## src/hdl/kerp_pkg.sv

```systemverilog
`timescale 1ns / 1ps
`default_nettype none
// ----------------------------------------------------------------------------
// kerp_pkg
// Types and codes shared by the key-exchange response record parser.
// ----------------------------------------------------------------------------
package kerp_pkg;

	// one byte of the response stream
	typedef struct packed {
		logic [7:0] data_byte;
		logic       end_of_buffer;
	} in_item_t;

	// one result transaction
	typedef struct packed {
		logic [1:0]  kind;
		logic [7:0]  payload_byte;
		logic [2:0]  cookie_slot;
		logic        last_of_field;
		logic [2:0]  status;
		logic [15:0] server_error_code;
		logic [15:0] chosen_aead;
		logic [15:0] server_port;
		logic [3:0]  cookies_kept;
		logic        is_last;
	} result_t;

	// result kinds
	localparam logic [1:0] K_COOKIE  = 2'd0;
	localparam logic [1:0] K_NAME    = 2'd1;
	localparam logic [1:0] K_VERDICT = 2'd2;

	// verdict status codes
	localparam logic [2:0] ST_OK       = 3'd0;
	localparam logic [2:0] ST_SHORT    = 3'd1;
	localparam logic [2:0] ST_BAD      = 3'd2;
	localparam logic [2:0] ST_CRIT     = 3'd3;
	localparam logic [2:0] ST_NO_PROTO = 3'd4;
	localparam logic [2:0] ST_NO_AEAD  = 3'd5;
	localparam logic [2:0] ST_WARNING  = 3'd6;
	localparam logic [2:0] ST_SRV_ERR  = 3'd7;

	// record kinds (type word without the critical bit)
	localparam logic [14:0] RK_END      = 15'd0;
	localparam logic [14:0] RK_PROTOCOL = 15'd1;
	localparam logic [14:0] RK_ERROR    = 15'd2;
	localparam logic [14:0] RK_WARNING  = 15'd3;
	localparam logic [14:0] RK_AEAD     = 15'd4;
	localparam logic [14:0] RK_COOKIE   = 15'd5;
	localparam logic [14:0] RK_NAME     = 15'd6;
	localparam logic [14:0] RK_PORT     = 15'd7;

	// configuration register indexes
	localparam logic [1:0] CFG_AEAD_FIRST  = 2'd0;
	localparam logic [1:0] CFG_AEAD_SECOND = 2'd1;
	localparam logic [1:0] CFG_AEAD_THIRD  = 2'd2;

	localparam logic [15:0] AEAD_FIRST_RST  = 16'd15;
	localparam logic [15:0] AEAD_SECOND_RST = 16'd17;
	localparam logic [15:0] AEAD_THIRD_RST  = 16'd0;

	// printable range for server name bytes
	localparam logic [7:0] NAME_MIN = 8'h21;
	localparam logic [7:0] NAME_MAX = 8'h7E;

	// result queue
	localparam int         QDEPTH = 4;
	localparam logic [2:0] QFULL  = 3'd4;

endpackage : kerp_pkg
`default_nettype wire

```

## src/hdl/nts_ke_response_record_parser_core.sv

```systemverilog
`timescale 1ns / 1ps
`default_nettype none
// ----------------------------------------------------------------------------
// nts_ke_response_record_parser_core
// Byte-serial parser for key-exchange response records: streams cookie and
// server name bytes and closes each message with one verdict.
// ----------------------------------------------------------------------------
// a byte is held in the input register, and the results it raises are written
//   into the result queue, which offers them on the output in order
// throughput: 1 byte per cycle; the input register holds while the 4-entry
//   result queue has more than two entries, as one byte can raise two results
// reset: parse state, queue pointers and valid flag cleared at once by arst_n;
//   the aead registers return to 15, 17 and 0
module nts_ke_response_record_parser_core
	import kerp_pkg::*;
#(
	parameter int MAX_COOKIES     = 8,
	parameter int MAX_SERVER_NAME = 255
) (
	input  wire logic     clk,
	input  wire logic     arst_n,
	// byte channel
	input  wire logic     byte_valid,
	output logic          byte_stall,
	input  wire in_item_t byte_data,
	// result channel
	output logic          result_valid,
	input  wire logic     result_stall,
	output result_t       result_data,
	// configuration
	input  wire logic        cfg_we,
	input  wire logic [1:0]  cfg_index,
	input  wire logic [15:0] cfg_data
);

	localparam int              CW           = $clog2(MAX_COOKIES + 1);
	localparam logic [CW-1:0]   COOKIE_LIMIT = CW'(MAX_COOKIES);
	localparam logic [15:0]     NAME_LIMIT   = 16'(MAX_SERVER_NAME);

	// configuration registers
	logic [15:0] aead_first_q, aead_second_q, aead_third_q;

	// input register
	logic     valid_s1;
	in_item_t data_s1;
	logic     adv;

	// parse state
	logic [1:0]    hcnt_q;
	logic [23:0]   hword_q;
	logic [14:0]   rkind_q;
	logic [15:0]   body_q;
	logic [2:0]    fault_q;
	logic [7:0]    whb_q;
	logic          phase_q;
	logic          wseen_q;
	logic          proto_q;
	logic          ntpv4_q;
	logic [15:0]   aead_q;
	logic [15:0]   port_q;
	logic [CW-1:0] cookies_q;
	logic          verdict_q;

	// next state
	logic [1:0]    n_hcnt;
	logic [23:0]   n_hword;
	logic [14:0]   n_rkind;
	logic [15:0]   n_body;
	logic [2:0]    n_fault;
	logic [7:0]    n_whb;
	logic          n_phase;
	logic          n_wseen;
	logic          n_proto;
	logic          n_ntpv4;
	logic [15:0]   n_aead;
	logic [15:0]   n_port;
	logic [CW-1:0] n_cookies;
	logic          n_verdict;

	// results raised by the byte in the input register
	logic        byte_ok;
	logic [1:0]  byte_kind;
	logic [2:0]  byte_slot;
	logic        byte_last;
	logic        fin_v;
	logic [2:0]  fin_st;
	logic [15:0] fin_code;
	logic        eob_v;
	result_t     res_byte, res_fin, res_eob, res_a, res_b;
	logic [1:0]  push_cnt;

	// result queue
	result_t     queue_q [QDEPTH];
	logic [1:0]  wr_q, rd_q;
	logic [2:0]  fill_q;
	logic        pop;

	assign adv        = valid_s1 && (fill_q <= 3'd2);
	assign byte_stall = valid_s1 && !adv;
	assign pop        = result_valid && !result_stall;

	always_ff @(posedge clk or negedge arst_n) begin
		if (!arst_n) begin
			aead_first_q  <= AEAD_FIRST_RST;
			aead_second_q <= AEAD_SECOND_RST;
			aead_third_q  <= AEAD_THIRD_RST;
		end else if (cfg_we) begin
			unique case (cfg_index)
				CFG_AEAD_FIRST:  aead_first_q  <= cfg_data;
				CFG_AEAD_SECOND: aead_second_q <= cfg_data;
				CFG_AEAD_THIRD:  aead_third_q  <= cfg_data;
				default: ;
			endcase
		end
	end

	always_ff @(posedge clk or negedge arst_n) begin
		if (!arst_n) begin
			valid_s1 <= 1'b0;
		end else if (!byte_stall) begin
			valid_s1 <= byte_valid;
		end
	end

	always_ff @(posedge clk) begin
		if (byte_valid && !byte_stall) begin
			data_s1 <= byte_data;
		end
	end

	function automatic logic aead_ok(input logic [15:0] id, input logic [15:0] a,
		input logic [15:0] b, input logic [15:0] c);
		aead_ok = (id != 16'd0) && (id == a || id == b || id == c);
	endfunction

	always_comb begin : parse
		logic [7:0]  b;
		logic [15:0] len;
		logic [15:0] word;
		logic [15:0] fword;
		logic        do_fin;

		b      = data_s1.data_byte;
		len    = '0;
		word   = '0;
		fword  = '0;
		do_fin = 1'b0;

		n_hcnt    = hcnt_q;
		n_hword   = hword_q;
		n_rkind   = rkind_q;
		n_body    = body_q;
		n_fault   = fault_q;
		n_whb     = whb_q;
		n_phase   = phase_q;
		n_wseen   = wseen_q;
		n_proto   = proto_q;
		n_ntpv4   = ntpv4_q;
		n_aead    = aead_q;
		n_port    = port_q;
		n_cookies = cookies_q;
		n_verdict = verdict_q;

		byte_ok   = 1'b0;
		byte_kind = K_COOKIE;
		byte_slot = '0;
		byte_last = 1'b0;
		fin_v     = 1'b0;
		fin_st    = ST_OK;
		fin_code  = '0;
		eob_v     = 1'b0;

		if (!verdict_q) begin
			if (body_q == 16'd0) begin
				if (hcnt_q != 2'd3) begin
					n_hword = {hword_q[15:0], b};
					n_hcnt  = hcnt_q + 2'd1;
				end else begin
					len     = {hword_q[7:0], b};
					n_rkind = hword_q[22:8];
					n_body  = len;
					n_hcnt  = '0;
					n_hword = '0;
					n_fault = ST_OK;
					n_phase = 1'b0;
					n_whb   = '0;
					n_wseen = 1'b0;
					n_proto = 1'b0;
					// length faults wait for the body end so truncation wins
					case (n_rkind) inside
						RK_ERROR, RK_WARNING, RK_PORT: if (len != 16'd2) n_fault = ST_BAD;
						RK_END:                        if (len != 16'd0) n_fault = ST_BAD;
						RK_PROTOCOL, RK_AEAD:          if (len[0]) n_fault = ST_BAD;
						RK_COOKIE:                     ;
						RK_NAME:                       if (len > NAME_LIMIT) n_fault = ST_BAD;
						default:                       if (hword_q[23]) n_fault = ST_CRIT;
					endcase
					do_fin = (len == 16'd0);
				end
			end else begin
				n_body    = body_q - 16'd1;
				byte_last = (n_body == 16'd0);
				if (rkind_q == RK_COOKIE) begin
					if (cookies_q < COOKIE_LIMIT) begin
						byte_ok   = 1'b1;
						byte_kind = K_COOKIE;
						byte_slot = 3'(cookies_q);
					end
				end else if (fault_q == ST_OK) begin
					if (rkind_q == RK_NAME) begin
						if (b < NAME_MIN || b > NAME_MAX) begin
							n_fault = ST_BAD;
						end else begin
							byte_ok   = 1'b1;
							byte_kind = K_NAME;
						end
					end else if (!phase_q) begin
						n_whb   = b;
						n_phase = 1'b1;
					end else begin
						word    = {whb_q, b};
						n_phase = 1'b0;
						case (rkind_q) inside
							RK_PROTOCOL: if (word == 16'd0) n_proto = 1'b1;
							RK_ERROR, RK_WARNING, RK_AEAD, RK_PORT: begin
								if (!wseen_q) begin
									n_hword = {8'd0, word};
									n_wseen = 1'b1;
								end
							end
							default: ;
						endcase
					end
				end
				do_fin = (n_body == 16'd0);
			end

			if (do_fin) begin
				fword = n_hword[15:0];
				if (n_fault != ST_OK) begin
					fin_v  = 1'b1;
					fin_st = n_fault;
				end else begin
					case (n_rkind) inside
						RK_END: begin
							fin_v  = 1'b1;
							fin_st = (n_ntpv4 && n_aead != 16'd0) ? ST_OK : ST_BAD;
						end
						RK_PROTOCOL: begin
							if (n_proto) n_ntpv4 = 1'b1;
							else begin
								fin_v  = 1'b1;
								fin_st = ST_NO_PROTO;
							end
						end
						RK_ERROR: begin
							fin_v    = 1'b1;
							fin_st   = ST_SRV_ERR;
							fin_code = fword;
						end
						RK_WARNING: begin
							fin_v  = 1'b1;
							fin_st = ST_WARNING;
						end
						RK_AEAD: begin
							if (n_wseen && aead_ok(fword, aead_first_q, aead_second_q,
								aead_third_q)) begin
								n_aead = fword;
							end else begin
								fin_v  = 1'b1;
								fin_st = ST_NO_AEAD;
							end
						end
						RK_COOKIE: if (n_cookies < COOKIE_LIMIT) n_cookies = n_cookies + 1'b1;
						RK_PORT:   n_port = fword;
						default:   ;
					endcase
				end
				if (fin_v) n_verdict = 1'b1;
			end

			if (data_s1.end_of_buffer && !n_verdict) begin
				eob_v     = 1'b1;
				n_verdict = 1'b1;
			end
		end
	end

	always_comb begin
		res_byte               = '0;
		res_byte.kind          = byte_kind;
		res_byte.payload_byte  = data_s1.data_byte;
		res_byte.cookie_slot   = byte_slot;
		res_byte.last_of_field = byte_last;

		res_fin                   = '0;
		res_fin.kind              = K_VERDICT;
		res_fin.status            = fin_st;
		res_fin.server_error_code = fin_code;
		res_fin.chosen_aead       = n_aead;
		res_fin.server_port       = n_port;
		res_fin.cookies_kept      = 4'(n_cookies);
		res_fin.is_last           = 1'b1;

		res_eob                   = res_fin;
		res_eob.status            = ST_SHORT;
		res_eob.server_error_code = '0;

		// order: streamed byte, record verdict, buffer-end verdict
		if (byte_ok) begin
			res_a = res_byte;
			res_b = fin_v ? res_fin : res_eob;
		end else begin
			res_a = fin_v ? res_fin : res_eob;
			res_b = res_eob;
		end
		push_cnt = 2'(byte_ok) + 2'(fin_v) + 2'(eob_v);
	end

	always_ff @(posedge clk or negedge arst_n) begin
		if (!arst_n) begin
			hcnt_q    <= '0;
			hword_q   <= '0;
			rkind_q   <= '0;
			body_q    <= '0;
			fault_q   <= ST_OK;
			whb_q     <= '0;
			phase_q   <= 1'b0;
			wseen_q   <= 1'b0;
			proto_q   <= 1'b0;
			ntpv4_q   <= 1'b0;
			aead_q    <= '0;
			port_q    <= '0;
			cookies_q <= '0;
			verdict_q <= 1'b0;
		end else if (adv) begin
			if (data_s1.end_of_buffer) begin
				// buffer end starts a fresh message
				hcnt_q    <= '0;
				hword_q   <= '0;
				rkind_q   <= '0;
				body_q    <= '0;
				fault_q   <= ST_OK;
				whb_q     <= '0;
				phase_q   <= 1'b0;
				wseen_q   <= 1'b0;
				proto_q   <= 1'b0;
				ntpv4_q   <= 1'b0;
				aead_q    <= '0;
				port_q    <= '0;
				cookies_q <= '0;
				verdict_q <= 1'b0;
			end else begin
				hcnt_q    <= n_hcnt;
				hword_q   <= n_hword;
				rkind_q   <= n_rkind;
				body_q    <= n_body;
				fault_q   <= n_fault;
				whb_q     <= n_whb;
				phase_q   <= n_phase;
				wseen_q   <= n_wseen;
				proto_q   <= n_proto;
				ntpv4_q   <= n_ntpv4;
				aead_q    <= n_aead;
				port_q    <= n_port;
				cookies_q <= n_cookies;
				verdict_q <= n_verdict;
			end
		end
	end

	// result queue storage
	always_ff @(posedge clk) begin
		if (adv && push_cnt != 2'd0) begin
			queue_q[wr_q] <= res_a;
			if (push_cnt == 2'd2) queue_q[wr_q + 2'd1] <= res_b;
		end
	end

	always_ff @(posedge clk or negedge arst_n) begin
		if (!arst_n) begin
			wr_q   <= '0;
			rd_q   <= '0;
			fill_q <= '0;
		end else begin
			if (adv) wr_q <= wr_q + push_cnt;
			if (pop) rd_q <= rd_q + 2'd1;
			fill_q <= fill_q + (adv ? 3'(push_cnt) : 3'd0) - 3'(pop);
		end
	end

	assign result_valid = (fill_q != 3'd0);
	assign result_data  = queue_q[rd_q];

	a_fill_bound : assert property (@(posedge clk) disable iff (!arst_n)
		fill_q <= QFULL)
		else $error("result queue overfilled");

	a_quiet_after_verdict : assert property (@(posedge clk) disable iff (!arst_n)
		adv && verdict_q |-> push_cnt == 2'd0)
		else $error("result raised after the verdict");

	a_verdict_last : assert property (@(posedge clk) disable iff (!arst_n)
		result_valid |-> (result_data.is_last == (result_data.kind == K_VERDICT)))
		else $error("is_last does not match a verdict");

	a_stall_held : assert property (@(posedge clk) disable iff (!arst_n)
		byte_stall |-> valid_s1 && fill_q > 3'd2)
		else $error("input stalled with room in the queue");

endmodule : nts_ke_response_record_parser_core
`default_nettype wire

```

## config.mk

```make
export PLATFORM = sky130hd
export DESIGN_NAME = nts_ke_response_record_parser_core
export DESIGN_NICKNAME = d
export VERILOG_FILES = /design/src/hdl/kerp_pkg.sv /design/src/hdl/nts_ke_response_record_parser_core.sv
export SDC_FILE = /design/constraint.sdc
export NUM_CORES = 1
export LEC_CHECK = 0
export ABC_AREA = 1
export BUFFER_PORTS_ARGS = -buffer_cell sky130_fd_sc_hd__buf_4
export CAP_MARGIN = 20
export CORE_ASPECT_RATIO = 0.75
export CORE_MARGIN = 5
export CORE_UTILIZATION = 30
export CTS_CLUSTER_DIAMETER = 60
export CTS_CLUSTER_SIZE = 16
export DETAILED_ROUTE_END_ITERATION = 6
export GPL_TIMING_DRIVEN = 0
export PLACE_DENSITY_LB_ADDON = 0.2
export SLEW_MARGIN = 20
export SYNTH_ARGS = -nofsm -noshare
export SYNTH_HDL_FRONTEND = slang
export SYNTH_SLANG_ARGS = --single-unit
```

## constraint.sdc

```tcl
create_clock -name clk -period 8.42 [get_ports clk]
set_input_delay 0.421 -clock clk [delete_from_list [all_inputs] [get_ports clk]]
set_output_delay 0.421 -clock clk [all_outputs]
set_load 0.03 [all_outputs]
```

Yosys cells after proc, flatten, opt, wreduce, memory -nomap -nowiden:

Memories as Yosys holds them, arrays and structs flattened.
Cells that the tools add are included.

* add/subtract/negate cells: 10
* $lt $le $gt $ge: 5
* equal/unequal tests: 37
* muxes and demuxes: 189
* reduce and logical (&&, ||, !) cells: 50

Operators by type and width (count)
* two-way mux 16 bit: 31
* two-way mux 24 bit: 12
* equality test 15 x 3 -> 1 bit, second input constant: 11
* two-way mux 56 bit: 2
* equality test 15 x 2 -> 1 bit, second input constant: 6
* two-way mux 3 bit: 28
* two-way mux 1 bit: 78
* two-way mux 15 bit: 5
* two-way mux 70 bit: 1
* zero test 16 bit: 4
* two-way mux 8 bit: 8
* equality test 16 bit: 3
* nonzero test 16 bit: 3
* equality test 15 x 1 -> 1 bit, second input constant: 3
* two-way mux 4 bit: 11
* zero test 15 bit: 2
* two-way mux 2 bit: 13
* greater-than comparator 16 x 8 -> 1 bit, second input constant: 1
* != test 16 x 2 -> 1 bit, second input constant: 1
* subtractor 16 x 1 -> 16 bit, second input constant: 1
* nonzero test 3 bit: 5
* AND reduction 7 bit: 2
* != test 3 bit, second input constant: 4
* nonzero test 2 bit: 5
* other kinds (27): 51

* register bits: 174
* memory bits (writable): 280
* input bits: 32
* output and inout bits: 72
* memories kept: 1

Memory list
* queue_q: depth 4, width 70, rd ports 1, clocked after Yosys merged registers in 0, write ports 2, line nts_ke_response_record_parser_core.sv:93 `result_t queue_q [QDEPTH];`

Logic depth before layout (Yosys ltp):

* depth after elaboration: 36
* gate-level depth with buffers: 37

Worst setup path before layout:

Ideal clock, no wire load.

* kind: flip-flop to flip-flop
* start point: register body_q[0]
* end point: memory queue_q[0][10] (netlist name) (enable)
* library setup time: 0.414 ns
* arrival time: 5.511 ns
* required time: 8.006 ns
* path slack: 2.495 ns
* stages on the path, launching flop included: 30
* clock period less this slack: 5.925 ns
* cell sequence: dfrtp_1 inv_1 ha_1 inv_1 nor3_2 nand2_1 nor2_4 nand2_2 buf_6 buf_2 nand2_1 nand2_1 nor2_1 nand4_1 inv_2 nand4_1 or2_1 nand2_1 nand2_2 buf_6 nand2_1 nand3_1 fa_1 or2_2 nand2_1 inv_1 nor3_1 clkinv_1 clkbuf_1 nand2_1

RTL lines
* start: declaration: line nts_ke_response_record_parser_core.sv:52 `logic [15:0] body_q;`
* start signal: assignment: line nts_ke_response_record_parser_core.sv:357 `body_q <= n_body;`
* end: declaration: line nts_ke_response_record_parser_core.sv:93

==> impl_metrics.json <==
{
  "synth_compound_area_share_pct": 14.2,
  "rows": 86,
  "cts_buffers": 40,
  "max_cap_violations": 0,
  "syn_to_final_growth_pct": 15.7,
  "postRouteWirelength_um": 78400,
  "drt_first_iter_violations": 2123,
  "synthSimpleGateAreaFrac_pct": 23.0,
  "grt_pass1_wl_um": 117000,
  "yosys_warnings": 0,
  "power_mw": 8.74,
  "worst_ep_arrival_time_ns": 8.36,
  "p_leak_nw": 10.2,
  "avgSynthCellArea_sq_um": 8.85,
  "postSynth.asyncResetShare_pct": 36.7,
  "portBuffers": 103,
  "ys.flop_type": "edfxtp_1",
  "htreeDepth": 2,
  "wl_per_cell_um": 21.5,
  "cts.clk_slew.worst_paths_ns": 0.07,
  "synth_area_leader_cell": "edfxtp_1",
  "max_stage_delay_ns": 0.71,
  "muxShareOfSynthArea_pct": 0,
  "cts_sinks": 450,
  "antenna_found_initial": 2,
  "cp_common_cell": "nand2_1",
  "ys_seq_area_share_pct": 55.1,
  "cp-start-kind": "register",
  "first_pass_iters": 7,
  "cts.root.buffer_cell": "clkbuf_16",
  "via_per_inst": 5.22,
  "final_nets": 2682,
  "numPlacedInstances": 3564,
  "gp_congestion": 0.890,
  "grt-ovfl-total": 0,
  "critPathKind": "register to register",
  "synth-seq-cells": 450,
  "final_max_slew_viol_count": 0,
  "clock_latency_ns": 0.58,
  "ios": 104,
  "synth_common_cells": "456 x nor2_1, 399 x nand2_1, 297 x o21ai_0",
  "synthXorXnorAreaFrac_pct": 0.796,
  "final_hold_viol_count": 0,
  "postCtsSetupBuffers": 0,
  "finalCritPeriodShare_pct": 94.2,
  "ys_types": 55,
  "setup_viol": 0,
  "hpwl_um": 56300,
  "grt_usage_pct": 19.4,
  "crit_required_ns": 8.85,
  "die_width_um": 323,
  "max_slew_margin_pct": 34.2,
  "syn-cell-area_sq_um": 22000,
  "holdCritPathClass": "input port to register",
  "synth_top_family_by_area": "simple AND/OR/NAND/NOR gates",
  "cp_max_fo": 10,
  "initial_utilization_pct": 30.1,
  "cts_resized": 0,
  "grt_max_degree": 90,
  "netlist_instances": 2488,
  "ir_worst_vdd_uv": 201,
  "die_h_um": 245,
  "fmax_ghz": 0.126,
  "drc": 0,
  "yosys-top-cells-area": "edfxtp_1 31%, dfrtp_1 18%, nor2_1 7.8%",
  "status": "finished clean",
  "die-area_sq_um": 78900,
  "p_per_area_nw_per_um2": 343,
  "ant_nets": 0,
  "grt_pass1_vias": 18200,
  "syn_nets": 2531,
  "tightest_slew_ns": 0.977,
  "finalCriticalPeriod_ns": 7.93,
  "rsz0062_at_grt": "no",
  "core_area_sq_um": 73100,
  "cp_slowest_cell": "o21ai_0",
  "final_cells": 3640,
  "drive_gt1_share_pct": 11.2,
  "vias": 19000,
  "cts_buffer_depth": 3,
  "synth_top_area_share_pct": 31.2,
  "cts_tree": "done",
  "synth_most_common_cell": "nor2_1",
  "cp-end-kind": "register",
  "clock_skew_ns": 0.0207,
  "synth_adder_area_share_pct": 0.694,
  "synth_edf_count": 229
}
==> final timing paths <==
| kind | startpoint | to | slack [ns] | cells past startpoint |
|---|---|---|---|---|
| max in group asynchronous | arst_n | body_q[6] | 7.06 | 3 |
| min reg2reg | queue_q[0][0] | queue_q[0][0] | 0.46 | 2 |
| min in group asynchronous | arst_n | aead_third_q[0] | 0.43 | 2 |
| max | body_q[0] | queue_q[1][46] | 0.49 | 36 |
| max reg2reg | body_q[0] | queue_q[1][46] | 0.49 | 36 |
| min | byte_data[6] | parse.b[5] | 0.02 | 1 |
==> sequential cells by signal (all words and copies together) (netlist names), 4 cells and up <==
signal / count
aead_third_q: 16
queue_q: 276
hword_q: 24
aead_second_q: 16
body_q: 16
port_q: 16
aead_first_q: 16
whb_q: 8
parse.b: 8
cookies_q: 4
aead_q: 16
rkind_q: 15
==> placed cells by master, fill, tap and decap left out, types with 7 or more instances in the layout <==
master and instances:
nand3b_1 45, xor2_1 15, nor2_1 456, nor4_1 9, nand4_1 43, nand3_1 106, o31ai_1 15, o21ai_1 24
clkinv_1 12, inv_2 9, clkbuf_1 119, nand4_2 17, inv_1 184, o21ai_0 297, nand2_2 22, dfrtp_1 159
o21ai_2 23, buf_2 9, a21oi_1 21, dfxtp_1 56, edfxtp_1 229, ha_1 9, nor3_1 23, o21ai_4 10
o22ai_1 113, clkbuf_16 43, buf_6 7, nand2_1 395, buf_4 106
==> critical path, delay by kind of cell, from the launching register on <==
kind            cells  cell delay (ns)
buf+inv             9             2.19
compound gates      1             0.71
fa+ha+maj           2             0.66
flops               1             0.40
simple gates       24             3.82
==> per-stage QoR <==
step / cell area (sq um) / utilization (%) / hold slack [ns] / setup TNS, ns / worst slack, ns
detailed placement: 24200 / 33.1 / 0.443 / 0 / 0.800
CTS: 25500 / 34.8 / 0.000909 / 0 / 0.748
finish: 25500 / 34.9 / 0.0248 / 0 / 0.488
global placement: 24000 / 32.8 / 0.442 / -130.14 / -0.775
global route: 25500 / 34.8 / 0.00579 / 0 / 0.122
floorplan: 22000 / - / 0.125 / 0 / 2.49
==> per-layer routing <==
metal  vias to the layer above  GRT usage (%)  part of all wire (%)
met3                        91           2.69                   6.6
met4                         0           4.02                   1.8
li1                       8828              -                     -
met1                      9420           30.5                    50
met5                         -              0                     0
met2                       677           28.2                    42
==> power by group <==
part	internal [mW]	switching [mW]	leakage (nW)	total, mW
combinational	1.06	3.01	4.85	4.07
clock	0.977	0.909	0.631	1.89
sequential	2.60	0.190	4.76	2.79
total	4.64	4.11	10.2	8.74
==> final cells by class <==
cell class	instances	area, sq um
Fill cell	7541	47600
Sequential cell	450	12100
Multi-Input combinational cell	1701	8560
Tap cell	968	1210
Clock buffer	59	1150
Timing Repair Buffer	109	921
Inverter	205	769
Buffer	132	574
Clock inverter	15	143
Antenna cell	1	2.50
==> cells by family (layout without fill, tap and decap cells) <==
group / Yosys count / in the layout
other: 0 / 1
and+or+nand+nor: 1140 / 1140
DFF: 450 / 450
buffers and inverters: 337 / 520
adders and majority gates: 11 / 11
xor gates and xnor gates: 20 / 20
AOI/OAI and AO/OA: 530 / 530
==> timing repair <==
action	4_1_cts	5_1_grt
endpoints found under the setup margin	0	0
endpoints found under the hold margin	72	0
hold buffers	1	0
Power figures use the tool's default switching activity.
